## src/rtl/core/nafmt_pkg.sv

```systemverilog
// package for the number to ascii formatter: payload types, control structs, character codes
`timescale 1ns / 1ps
package nafmt_pkg;

  localparam int WORD_W     = 32;
  localparam int CHAR_W     = 7;
  localparam int NIB_W      = 4;
  localparam int DEC_DIGITS = 10;
  localparam int BCD_W      = DEC_DIGITS * NIB_W;
  localparam int HEX_CHARS  = 2 + WORD_W / NIB_W;
  localparam int POS_W      = 4;
  localparam int CONV_STEPS = WORD_W;
  localparam int STEP_W     = $clog2(CONV_STEPS);

  localparam logic [CHAR_W-1:0] CHAR_ZERO  = 7'h30;
  localparam logic [CHAR_W-1:0] CHAR_NINE  = 7'h39;
  localparam logic [CHAR_W-1:0] CHAR_UPPER_A = 7'h41;
  localparam logic [CHAR_W-1:0] CHAR_UPPER_F = 7'h46;
  localparam logic [CHAR_W-1:0] CHAR_X     = 7'h78;
  localparam logic [CHAR_W-1:0] CHAR_MINUS = 7'h2D;

  localparam logic OP_DEC = 1'b0;
  localparam logic OP_HEX = 1'b1;

  typedef struct packed {
    logic              op;
    logic [WORD_W-1:0] value;
  } nafmt_in_t;

  typedef struct packed {
    logic [CHAR_W-1:0] ascii_char;
    logic              last;
  } nafmt_out_t;

  typedef struct packed {
    logic load;
    logic step;
    logic find;
    logic emit;
  } nafmt_cmd_t;

  typedef struct packed {
    logic out_free;
    logic last_char;
  } nafmt_stat_t;

  function automatic logic [CHAR_W-1:0] nib_to_ascii(input logic [NIB_W-1:0] nib);
    logic [CHAR_W-1:0] ch;
    if (nib > 4'd9) begin
      ch = CHAR_UPPER_A + CHAR_W'(nib) - CHAR_W'(10);
    end else begin
      ch = CHAR_ZERO + CHAR_W'(nib);
    end
    return ch;
  endfunction

endpackage

```

## src/rtl/core/nafmt_ctrl.sv

```systemverilog
// controller state machine: load, binary to bcd conversion, lead digit search, character emit
`timescale 1ns / 1ps
module nafmt_ctrl (
  input  logic                clk,
  input  logic                rst,
  input  logic                num_valid,
  input  logic                op,
  output logic                num_ready,
  input  nafmt_pkg::nafmt_stat_t stat,
  output nafmt_pkg::nafmt_cmd_t  cmd
);
  import nafmt_pkg::*;

  localparam logic [1:0] ST_IDLE = 2'd0;
  localparam logic [1:0] ST_CONV = 2'd1;
  localparam logic [1:0] ST_FIND = 2'd2;
  localparam logic [1:0] ST_EMIT = 2'd3;

  logic [1:0]        state;
  logic [1:0]        state_next;
  logic [STEP_W-1:0] step_cnt;
  logic [STEP_W-1:0] step_cnt_next;

  assign num_ready = (state == ST_IDLE);

  always_comb begin
    state_next    = state;
    step_cnt_next = step_cnt;
    cmd           = '0;
    case (state)
      ST_IDLE: begin
        if (num_valid) begin
          cmd.load      = 1'b1;
          step_cnt_next = '0;
          state_next    = (op == OP_HEX) ? ST_EMIT : ST_CONV;
        end
      end
      ST_CONV: begin
        cmd.step      = 1'b1;
        step_cnt_next = step_cnt + STEP_W'(1);
        if (step_cnt == STEP_W'(CONV_STEPS - 1)) begin
          state_next = ST_FIND;
        end
      end
      ST_FIND: begin
        cmd.find   = 1'b1;
        state_next = ST_EMIT;
      end
      ST_EMIT: begin
        if (stat.out_free) begin
          cmd.emit = 1'b1;
          if (stat.last_char) begin
            state_next = ST_IDLE;
          end
        end
      end
      default: begin
        state_next = ST_IDLE;
      end
    endcase
  end

  always_ff @(posedge clk) begin
    if (rst) begin
      state    <= ST_IDLE;
      step_cnt <= '0;
    end else begin
      state    <= state_next;
      step_cnt <= step_cnt_next;
    end
  end

endmodule

```

## src/rtl/core/nafmt_datapath.sv

```systemverilog
// datapath: magnitude and bcd shift registers, character select and output register
`timescale 1ns / 1ps
module nafmt_datapath (
  input  logic                   clk,
  input  logic                   rst,
  input  nafmt_pkg::nafmt_in_t   num,
  input  nafmt_pkg::nafmt_cmd_t  cmd,
  output nafmt_pkg::nafmt_stat_t stat,
  output logic                   txt_valid,
  input  logic                   txt_ready,
  output nafmt_pkg::nafmt_out_t  txt
);
  import nafmt_pkg::*;

  logic              mode;
  logic              sign_pend;
  logic [WORD_W-1:0] work;
  logic [BCD_W-1:0]  bcd;
  logic [POS_W-1:0]  pos;

  logic              neg_in;
  logic [BCD_W-1:0]  bcd_adj;
  logic [POS_W-1:0]  lead_pos;
  logic [NIB_W-1:0]  digit;
  logic [CHAR_W-1:0] ch;
  logic              last_c;

  assign neg_in = (num.op == OP_DEC) && num.value[WORD_W-1];

  // add 3 to every digit of 5 or more before the shift
  always_comb begin
    for (int i = 0; i < DEC_DIGITS; i++) begin
      if (bcd[i*NIB_W +: NIB_W] >= 4'd5) begin
        bcd_adj[i*NIB_W +: NIB_W] = bcd[i*NIB_W +: NIB_W] + 4'd3;
      end else begin
        bcd_adj[i*NIB_W +: NIB_W] = bcd[i*NIB_W +: NIB_W];
      end
    end
  end

  // highest nonzero digit, zero gives the units place
  always_comb begin
    lead_pos = '0;
    for (int i = 0; i < DEC_DIGITS; i++) begin
      if (bcd[i*NIB_W +: NIB_W] != '0) begin
        lead_pos = POS_W'(i);
      end
    end
  end

  assign digit = bcd[{pos, 2'b00} +: NIB_W];

  always_comb begin
    if (mode == OP_HEX) begin
      last_c = (pos == POS_W'(HEX_CHARS - 1));
      if (pos == POS_W'(0)) begin
        ch = CHAR_ZERO;
      end else if (pos == POS_W'(1)) begin
        ch = CHAR_X;
      end else begin
        ch = nib_to_ascii(work[WORD_W-1 -: NIB_W]);
      end
    end else begin
      last_c = !sign_pend && (pos == '0);
      ch     = sign_pend ? CHAR_MINUS : nib_to_ascii(digit);
    end
  end

  assign stat.out_free  = !txt_valid || txt_ready;
  assign stat.last_char = last_c;

  always_ff @(posedge clk) begin
    if (cmd.load) begin
      mode      <= num.op;
      sign_pend <= neg_in;
      work      <= neg_in ? (WORD_W'(0) - num.value) : num.value;
      bcd       <= '0;
      pos       <= '0;
    end else if (cmd.step) begin
      bcd  <= {bcd_adj[BCD_W-2:0], work[WORD_W-1]};
      work <= {work[WORD_W-2:0], 1'b0};
    end else if (cmd.find) begin
      pos <= lead_pos;
    end else if (cmd.emit) begin
      if (mode == OP_HEX) begin
        pos <= pos + POS_W'(1);
        if (pos >= POS_W'(2)) begin
          work <= {work[WORD_W-NIB_W-1:0], NIB_W'(0)};
        end
      end else if (sign_pend) begin
        sign_pend <= 1'b0;
      end else begin
        pos <= pos - POS_W'(1);
      end
    end
  end

  always_ff @(posedge clk) begin
    if (cmd.emit) begin
      txt.ascii_char <= ch;
      txt.last       <= last_c;
    end
  end

  always_ff @(posedge clk) begin
    if (rst) begin
      txt_valid <= 1'b0;
    end else if (cmd.emit) begin
      txt_valid <= 1'b1;
    end else if (txt_ready) begin
      txt_valid <= 1'b0;
    end
  end

endmodule

```

## src/rtl/core/number_to_ascii_formatter.sv

```systemverilog
// top level of the number to ascii formatter: controller, datapath and assertions
// hex: no conversion; characters are registered from the loaded word, one per cycle
//   while the output is not stalled, 10 characters in all
// decimal: shift-add-3 conversion and then a lead digit search, then one character per
//   cycle while the output is not stalled, n characters per item (n up to 11)
// the last character sits in the output register while the next input is taken
// synchronous active-high reset clears the state machine and the output valid
`timescale 1ns / 1ps
module number_to_ascii_formatter (
  input  logic                  clk,
  input  logic                  rst,
  input  logic                  num_valid,
  output logic                  num_ready,
  input  nafmt_pkg::nafmt_in_t  num,
  output logic                  txt_valid,
  input  logic                  txt_ready,
  output nafmt_pkg::nafmt_out_t txt
);
  import nafmt_pkg::*;

  nafmt_cmd_t  cmd;
  nafmt_stat_t stat;

  nafmt_ctrl u_ctrl (
    .clk       (clk),
    .rst       (rst),
    .num_valid (num_valid),
    .op        (num.op),
    .num_ready (num_ready),
    .stat      (stat),
    .cmd       (cmd)
  );

  nafmt_datapath u_datapath (
    .clk       (clk),
    .rst       (rst),
    .num       (num),
    .cmd       (cmd),
    .stat      (stat),
    .txt_valid (txt_valid),
    .txt_ready (txt_ready),
    .txt       (txt)
  );

  a_busy_after_transfer: assert property (@(posedge clk) disable iff (rst)
    (num_valid && num_ready) |=> !num_ready)
    else $error("input accepted again while a number is in progress");

  a_legal_char: assert property (@(posedge clk) disable iff (rst)
    txt_valid |-> ((txt.ascii_char >= CHAR_ZERO && txt.ascii_char <= CHAR_NINE) ||
                   (txt.ascii_char >= CHAR_UPPER_A && txt.ascii_char <= CHAR_UPPER_F) ||
                   txt.ascii_char == CHAR_X || txt.ascii_char == CHAR_MINUS))
    else $error("character outside the number alphabet");

  a_idle_after_last: assert property (@(posedge clk) disable iff (rst)
    $rose(num_ready) |-> (txt_valid && txt.last))
    else $error("returned to idle without a last character pending");

endmodule

```

## config.mk

```make
export PLATFORM = sky130hd
export DESIGN_NAME = number_to_ascii_formatter
export DESIGN_NICKNAME = d
export VERILOG_FILES = /design/src/rtl/core/nafmt_pkg.sv /design/src/rtl/core/nafmt_ctrl.sv /design/src/rtl/core/nafmt_datapath.sv /design/src/rtl/core/number_to_ascii_formatter.sv
export SDC_FILE = /design/constraint.sdc
export NUM_CORES = 1
export LEC_CHECK = 0
export BUFFER_PORTS_ARGS = -buffer_cell sky130_fd_sc_hd__buf_2
export CAP_MARGIN = 10
export CORE_UTILIZATION = 44
export CTS_CLUSTER_SIZE = 8
export DETAILED_ROUTE_END_ITERATION = 16
export PLACE_DENSITY = 0.72
export SLEW_MARGIN = 20
export SYNTH_ARGS = -nofsm -noshare
export SYNTH_HDL_FRONTEND = slang
export SYNTH_SLANG_ARGS = --single-unit
```

## constraint.sdc

```tcl
create_clock -name clk -period 3.05 [get_ports clk]
set_input_delay 0 -clock clk [delete_from_list [all_inputs] [get_ports clk]]
set_output_delay 0 -clock clk [all_outputs]
set_load 0.02 [all_outputs]
```

# [After elaboration in Yosys (flattened, before gate mapping)]
# Cells that the tools add are included.
# Widths: inputs -> output; s select.
[totals] regBits=94 wordCells=147 out_inout_bits=10 in_bits=37
[op_classes] n_addsub=20 order_cmp=13 reduce_logical=28 bitwise=2 n_eq_ne=15 muxes=58 shifts=1
[op_table] cell="$mux 32" n=7
[op_table] cell="$mux 4" n=15
[op_table] cell="$mux 7" n=6
[op_table] cell="$ge 4x3->1 const B" n=10
[op_table] cell="$shiftx 40x7->4" n=1
[op_table] cell="$add 4x2->4 const B" n=9
[op_table] cell="$reduce_bool 4->1" n=9
[op_table] cell="$sub 1x32->32 const A" n=1
[op_table] cell="$mux 1" n=15
[op_table] cell="$mux 3" n=5
[op_table] cell="$add 6x4->7 const A" n=2
[op_table] cell="$add 7x4->7 const A" n=2
[op_table] cell="$mux 2" n=7
[op_table] cell="$sub 7x4->7 const B" n=2
[op_table] cell="$reduce_and 4->1" n=3
[op_table] cell="$pmux 5 s2" n=1
[op_table] cell="$reduce_bool 3->1" n=3
[op_table] cell="$gt 4x4->1 const B" n=2
[op_table] cell="$ne 2x1->1 const B" n=4
[op_table] cell="$pmux 2 s4" n=1
[op_table] cell="$reduce_bool 2->1" n=4
[op_table] cell="$ne 2x2->1 const B" n=3
[op_table] cell="$add 5x1->5 const B" n=1
[op_table] cell="$eq 5x5->1 const B" n=1
[op_table] cell="19 further kinds" n=23

# [Depth between registers and ports, before layout]
[depth] depth_word=11 ltp_mapped=13 ltp_nobuf=11

# [Hierarchy]
# From an unflattened synthesis, not the netlist that was laid out.
[hier_totals] cells_unflattened=753 area_unflattened_um2=6560.0
[by_module_without_submodules] mod="nafmt_datapath" area_per_inst_um2=6105.9 cells_per_inst=702 instances=1 seq_area_each_um2=2162.1
[by_module_without_submodules] mod="nafmt_ctrl" area_per_inst_um2=454.2 cells_per_inst=51 instances=1 seq_area_each_um2=140.1

# [Worst setup path before layout]
# Ideal clock, no wire load.
[synth_timing] path_type="reg-to-reg" start="reg u_ctrl.state[0]" end="reg u_datapath.work[0], enable pin" path_slack_ns=-0.315 setup_ns=0.441 synth_period_minus_slack_ns=3.365 path_stages_with_launch=6 t_arrival_ns=2.924 n_path_buf=1 required_ns=2.609 path_cell_list="dfxtp_1 > inv_1 > ha_1 > nand2_1 > clkbuf_1 > a31oi_1"
[synth_via] elab_chain_cells=4 word_cells_on_any_way=13 cone_classes="eq/ne: 4; mux: 4; reduce/logical: 5"
[synth_lines] element="from (decl)" line="nafmt_ctrl.sv:19" source="logic [1:0] state;"
[synth_lines] element="from (signal assigned)" line="nafmt_ctrl.sv:68" source="state <= state_next;"
[synth_lines] element="$logic_not 2->1 (*)"
[synth_lines] element="via num_ready" line="number_to_ascii_formatter.sv:13" source="output logic num_ready,"
[synth_lines] element="$mux 1 (*)" line="nafmt_ctrl.sv:30" source="case (state)"
[synth_lines] element="$ne 3x1->1 (no source line) or $reduce_bool 3->1 (tied branches)"
[synth_lines] element="$reduce_and 4->1 (no source line) (*)"
[synth_lines] element="to (signal assigned)" line="nafmt_datapath.sv:76" source="work <= neg_in ? (WORD_W'(0) - num.value) : num.value;"
[synth_lines] element="to (signal assigned)" line="nafmt_datapath.sv:81" source="work <= {work[WORD_W-2:0], 1'b0};"
[synth_lines] element="to (signal assigned)" line="nafmt_datapath.sv:88" source="work <= {work[WORD_W-NIB_W-1:0], NIB_W'(0)};"
[synth_lines] element="to (decl)" line="nafmt_datapath.sv:17" source="logic [WORD_W-1:0] work;"
# Mark *: on every way through the listed nets, which the timed path passes. The rest lies on a longest branch.
# A chain may end at the register's enable or synchronous reset.

# [Worst setup path after layout]
[layout_timing] start="reg u_datapath.pos[1]" end="reg, netlist name u_datapath.txt[2]"
[layout_via] elab_chain_cells=6 word_cells_on_any_way=12 cone_classes="add/sub: 3; order compare: 1; eq/ne: 1; shift: 1; mux: 5; reduce/logical: 1"
[layout_lines] element="from (decl)" line="nafmt_datapath.sv:19" source="logic [POS_W-1:0] pos;"
[layout_lines] element="from (signal assigned)" line="nafmt_datapath.sv:83" source="pos <= lead_pos;"
[layout_lines] element="from (signal assigned)" line="nafmt_datapath.sv:86" source="pos <= pos + POS_W'(1);"
[layout_lines] element="from (signal assigned)" line="nafmt_datapath.sv:93" source="pos <= pos - POS_W'(1);"
[layout_lines] element="$shiftx 40x7->4" line="nafmt_datapath.sv:51" source="assign digit = bcd[{pos, 2'b00} +: NIB_W];"
[layout_lines] element="$add 7x4->7" line="nafmt_pkg.sv:50" source="ch = CHAR_UPPER_A + CHAR_W'(nib) - CHAR_W'(10);"
[layout_lines] element="$sub 7x4->7" line="nafmt_pkg.sv:50"
[layout_lines] element="$mux 7" line="nafmt_pkg.sv:49" source="if (nib > 4'd9) begin"
[layout_lines] element="$mux 7" line="nafmt_datapath.sv:65" source="ch = sign_pend ? CHAR_MINUS : nib_to_ascii(digit);"
[layout_lines] element="$mux 7 (*)" line="nafmt_datapath.sv:54" source="if (mode == OP_HEX) begin"
[layout_lines] element="via u_datapath.ch[1]" line="nafmt_datapath.sv:25" source="logic [CHAR_W-1:0] ch;"
# Marks and branches as above.

==> metrics.cfg <==
[outcome]
status=finished, final reports clean

[setup_path]
r2r-start=u_datapath.pos[1]
worst_path_max_delay_cell=dfxtp_1
r2r_cells=11
r2r_setup_slack_ns=0.20
path_max_fanout=16
rr_endpoint=u_datapath.txt[2]
crit_type=reg -> reg
start_kind=flop
slowest_delay_ns=0.39
timing.critical_path.arrival_ns=3.03
crit_path_cell_trace=buf_4 > mux4_2 > a22oi_1 > o21ai_0 > ha_1 > nor2_1 > a21oi_1 > o21ai_1 > nand2_2 > mux2_4 > o32ai_2
cp_data_required_time_ns=3.23
endpoint_kind=flop

[logic_synthesis]
yosys.area.top_type=edfxtp_1
netlist_top_cells_count=a21oi_1 (81), nor2_1 (76), o21ai_0 (64)
syn_area_mm2=0.00636
postSynthAreaPerCell_um2=8.60
synth-seq-cells=94
yosysWarnings=0
yosys.cell_types.count=59
async_reset_ff_share_pct=0
synth.top_cells.by_area=edfxtp_1 (20%), dfxtp_1 (16%), ha_1 (7.1%)
yosysTopAreaCellShare_pct=19.8
synth_ff_type=dfxtp_1
synth_edf_count=42
syn_inst=739
synth.most_common_cell=a21oi_1
ys_seq_area_share_pct=36.2
synth_fp_nets=812

[sta]
hold_viol_final=0
finalMaxSlewViolations=0
tns_ns=0
fmax_mhz=351
rsz0062_at_grt=no
setup_viol=0
final.period_utilization_pct=93.4
tightest_slew_ns=0.769
finalClockSkew_ns=0.0104
timing.slew.headroom_pct=48.7
fin_crit_ns=2.85
fin_ws_ns=0.200

[die]
die_width_um=122
io_pins=47
die_area_mm2=0.0149
rows=43
start_util_pct=45.4
coreArea_mm2=0.0140
die_h_um=122

[power_and_ir_drop]
max-vdd-ir-drop_mv=0.502
leakage_uw=0.00260
power_density_mw_per_mm2=782
fin_total_pwr_uw=5550

[cts]
cts_buffers=9
clockBufferDepth=2
clk_pin_slew_worst_paths_ns=0.07
h-tree-depth=3
clock-sinks=94
clk_latency_ns=0.35
post_cts_buffers=0
root_buffer=clkbuf_16
cts_tree=done

[routing]
first_iter_violations=423
post_drt_wl_per_cell_um=14.7
finalWirelength_mm=14.2
ant_nets=0
post-route-drc-count=0
vias=5366
via_per_inst=5.58
dr.pass1.iters=5

[min_path]
hold_path_end=u_datapath.work[0]
min_path_cells=3
hold_start=num[0]
hold_class=in -> reg

[global_route]
grt_max_degree=46
grt_pass1_wl_mm=23.5
grt_pass1_vias=4923
track_usage_pct=19.8
antenna_found_initial=1
overflow=0
top_usage_layer=met2
grt_use_met3_pct=4.45
globalRouteMet2Util_pct=31.7
use_met1_pct=26.5

[placed_design]
placement.io_buffers=46
place_ws_ns=0.223
post-place-cells=942
hpwl_mm=10.3
place_congestion=0.865

[layout]
postLayoutCoreUtil_pct=50.8
fin_nets=849
antennaDiodeCount=0
drive_gt1_share_pct=12.2
syn2layout_area_growth_pct=11.7
layoutNonFillerInstCount=961

[run]
maxCapViolCount=0

-- critical path, delay by kind of cell (launching register included) --
kind | cells | cell delay (ns)
buffers and inverters | 1 | 0.27
adders and majority gates | 1 | 0.22
DFF | 1 | 0.39
muxes | 2 | 0.67
AOI/OAI and AO/OA | 5 | 0.82
and+or+nand+nor | 2 | 0.30
-- layout by cell type (no fill, tap or decap), types with 3 or more instances in the layout --
cell type and instances:
mux2i_1 30, buf_4 13, dfxtp_1 52, nand4_1 5, nand3_1 24, ha_1 35
nor2b_1 25, a21oi_1 81, buf_2 46, a22oi_1 6, and3_1 4, dlygate4sd3_1 3
nor3_1 20, or4_1 5, nand2b_1 15, nor2_1 76, o31ai_1 4, mux4_2 5
xnor2_1 24, clkbuf_16 9, inv_1 39, nand2_1 48, o221ai_1 3, edfxtp_1 42
o21ai_0 63, xor2_1 28, a211oi_1 24
-- kinds of logic after synthesis --
group | Yosys count | synth area share (%)
AND/OR/NAND/NOR | 238 | 18.2
AO/OA/AOI/OAI | 203 | 18.8
flip-flops | 94 | 36.2
buffers and inverters | 77 | 5.00
XOR/XNOR | 52 | 7.16
multiplexers | 39 | 7.50
adder cells (fa/ha/maj) | 36 | 7.09
-- worst max path at each step --
stage / startpoint / end / slack (ns) / depth (start not counted)
6_report: u_datapath.pos[1] / u_datapath.txt[2] / 0.20 / 11
5_1_grt: u_datapath.pos[1] / u_datapath.txt[2] / 0.06 / 11
4_1_cts: u_datapath.pos[1] / u_datapath.txt[2] / 0.18 / 11
3_5_place_dp: u_datapath.pos[1] / u_datapath.txt[2] / 0.22 / 11
2_1_floorplan: u_datapath.pos[1] / u_datapath.txt[2] / 0.31 / 12
3_3_place_gp: u_datapath.pos[1] / u_datapath.txt[2] / 0.30 / 11
-- layout make-up --
type / count / area (µm²)
clock buffers: 11 / 243
clock inverters: 5 / 41.3
fillers: 1332 / 6880
inverters: 40 / 150
multi-input cells: 568 / 3760
flip-flops and latches: 94 / 2300
well taps: 180 / 225
repair buffers: 63 / 378
-- per-stage QoR --
step                      instance area [µm²]  hold WS [ns]
after CTS                                7100        0.0255
final                                    7100        0.0378
after global placement                   6790         0.257
after detailed placement                 6790         0.261
after global routing                     7100        0.0556
after floorplan                          6360        0.0989
-- report_power, final --
part | total [µW] | switching (µW) | internal [µW]
clock network | 1090 | 507 | 583
registers | 2070 | 239 | 1830
logic | 2390 | 1490 | 895
-- layer usage --
layer | routed length, µm | vias up
met4 | 216 | 2
met5 | 13 | -
met2 | 6540 | 105
met1 | 6840 | 2519
li1 | - | 2720
met3 | 558 | 20
-- sequential cells by signal, indices dropped and copies added, names as in the netlist --
signal	flops
u_ctrl.state	2
u_datapath.txt_valid	1
u_datapath.pos	4
u_datapath.bcd	40
u_datapath.txt	8
u_datapath.work	32
u_ctrl.step_cnt	5
u_datapath.sign_pend	1
u_datapath.mode	1
-- repair_timing --
action	CTS	global route
hold buffers	3	0
gates resized for setup	0	1
endpoints found under the hold margin	9	0
setup endpoints to repair	0	1
Power figures use the tool's default switching activity.
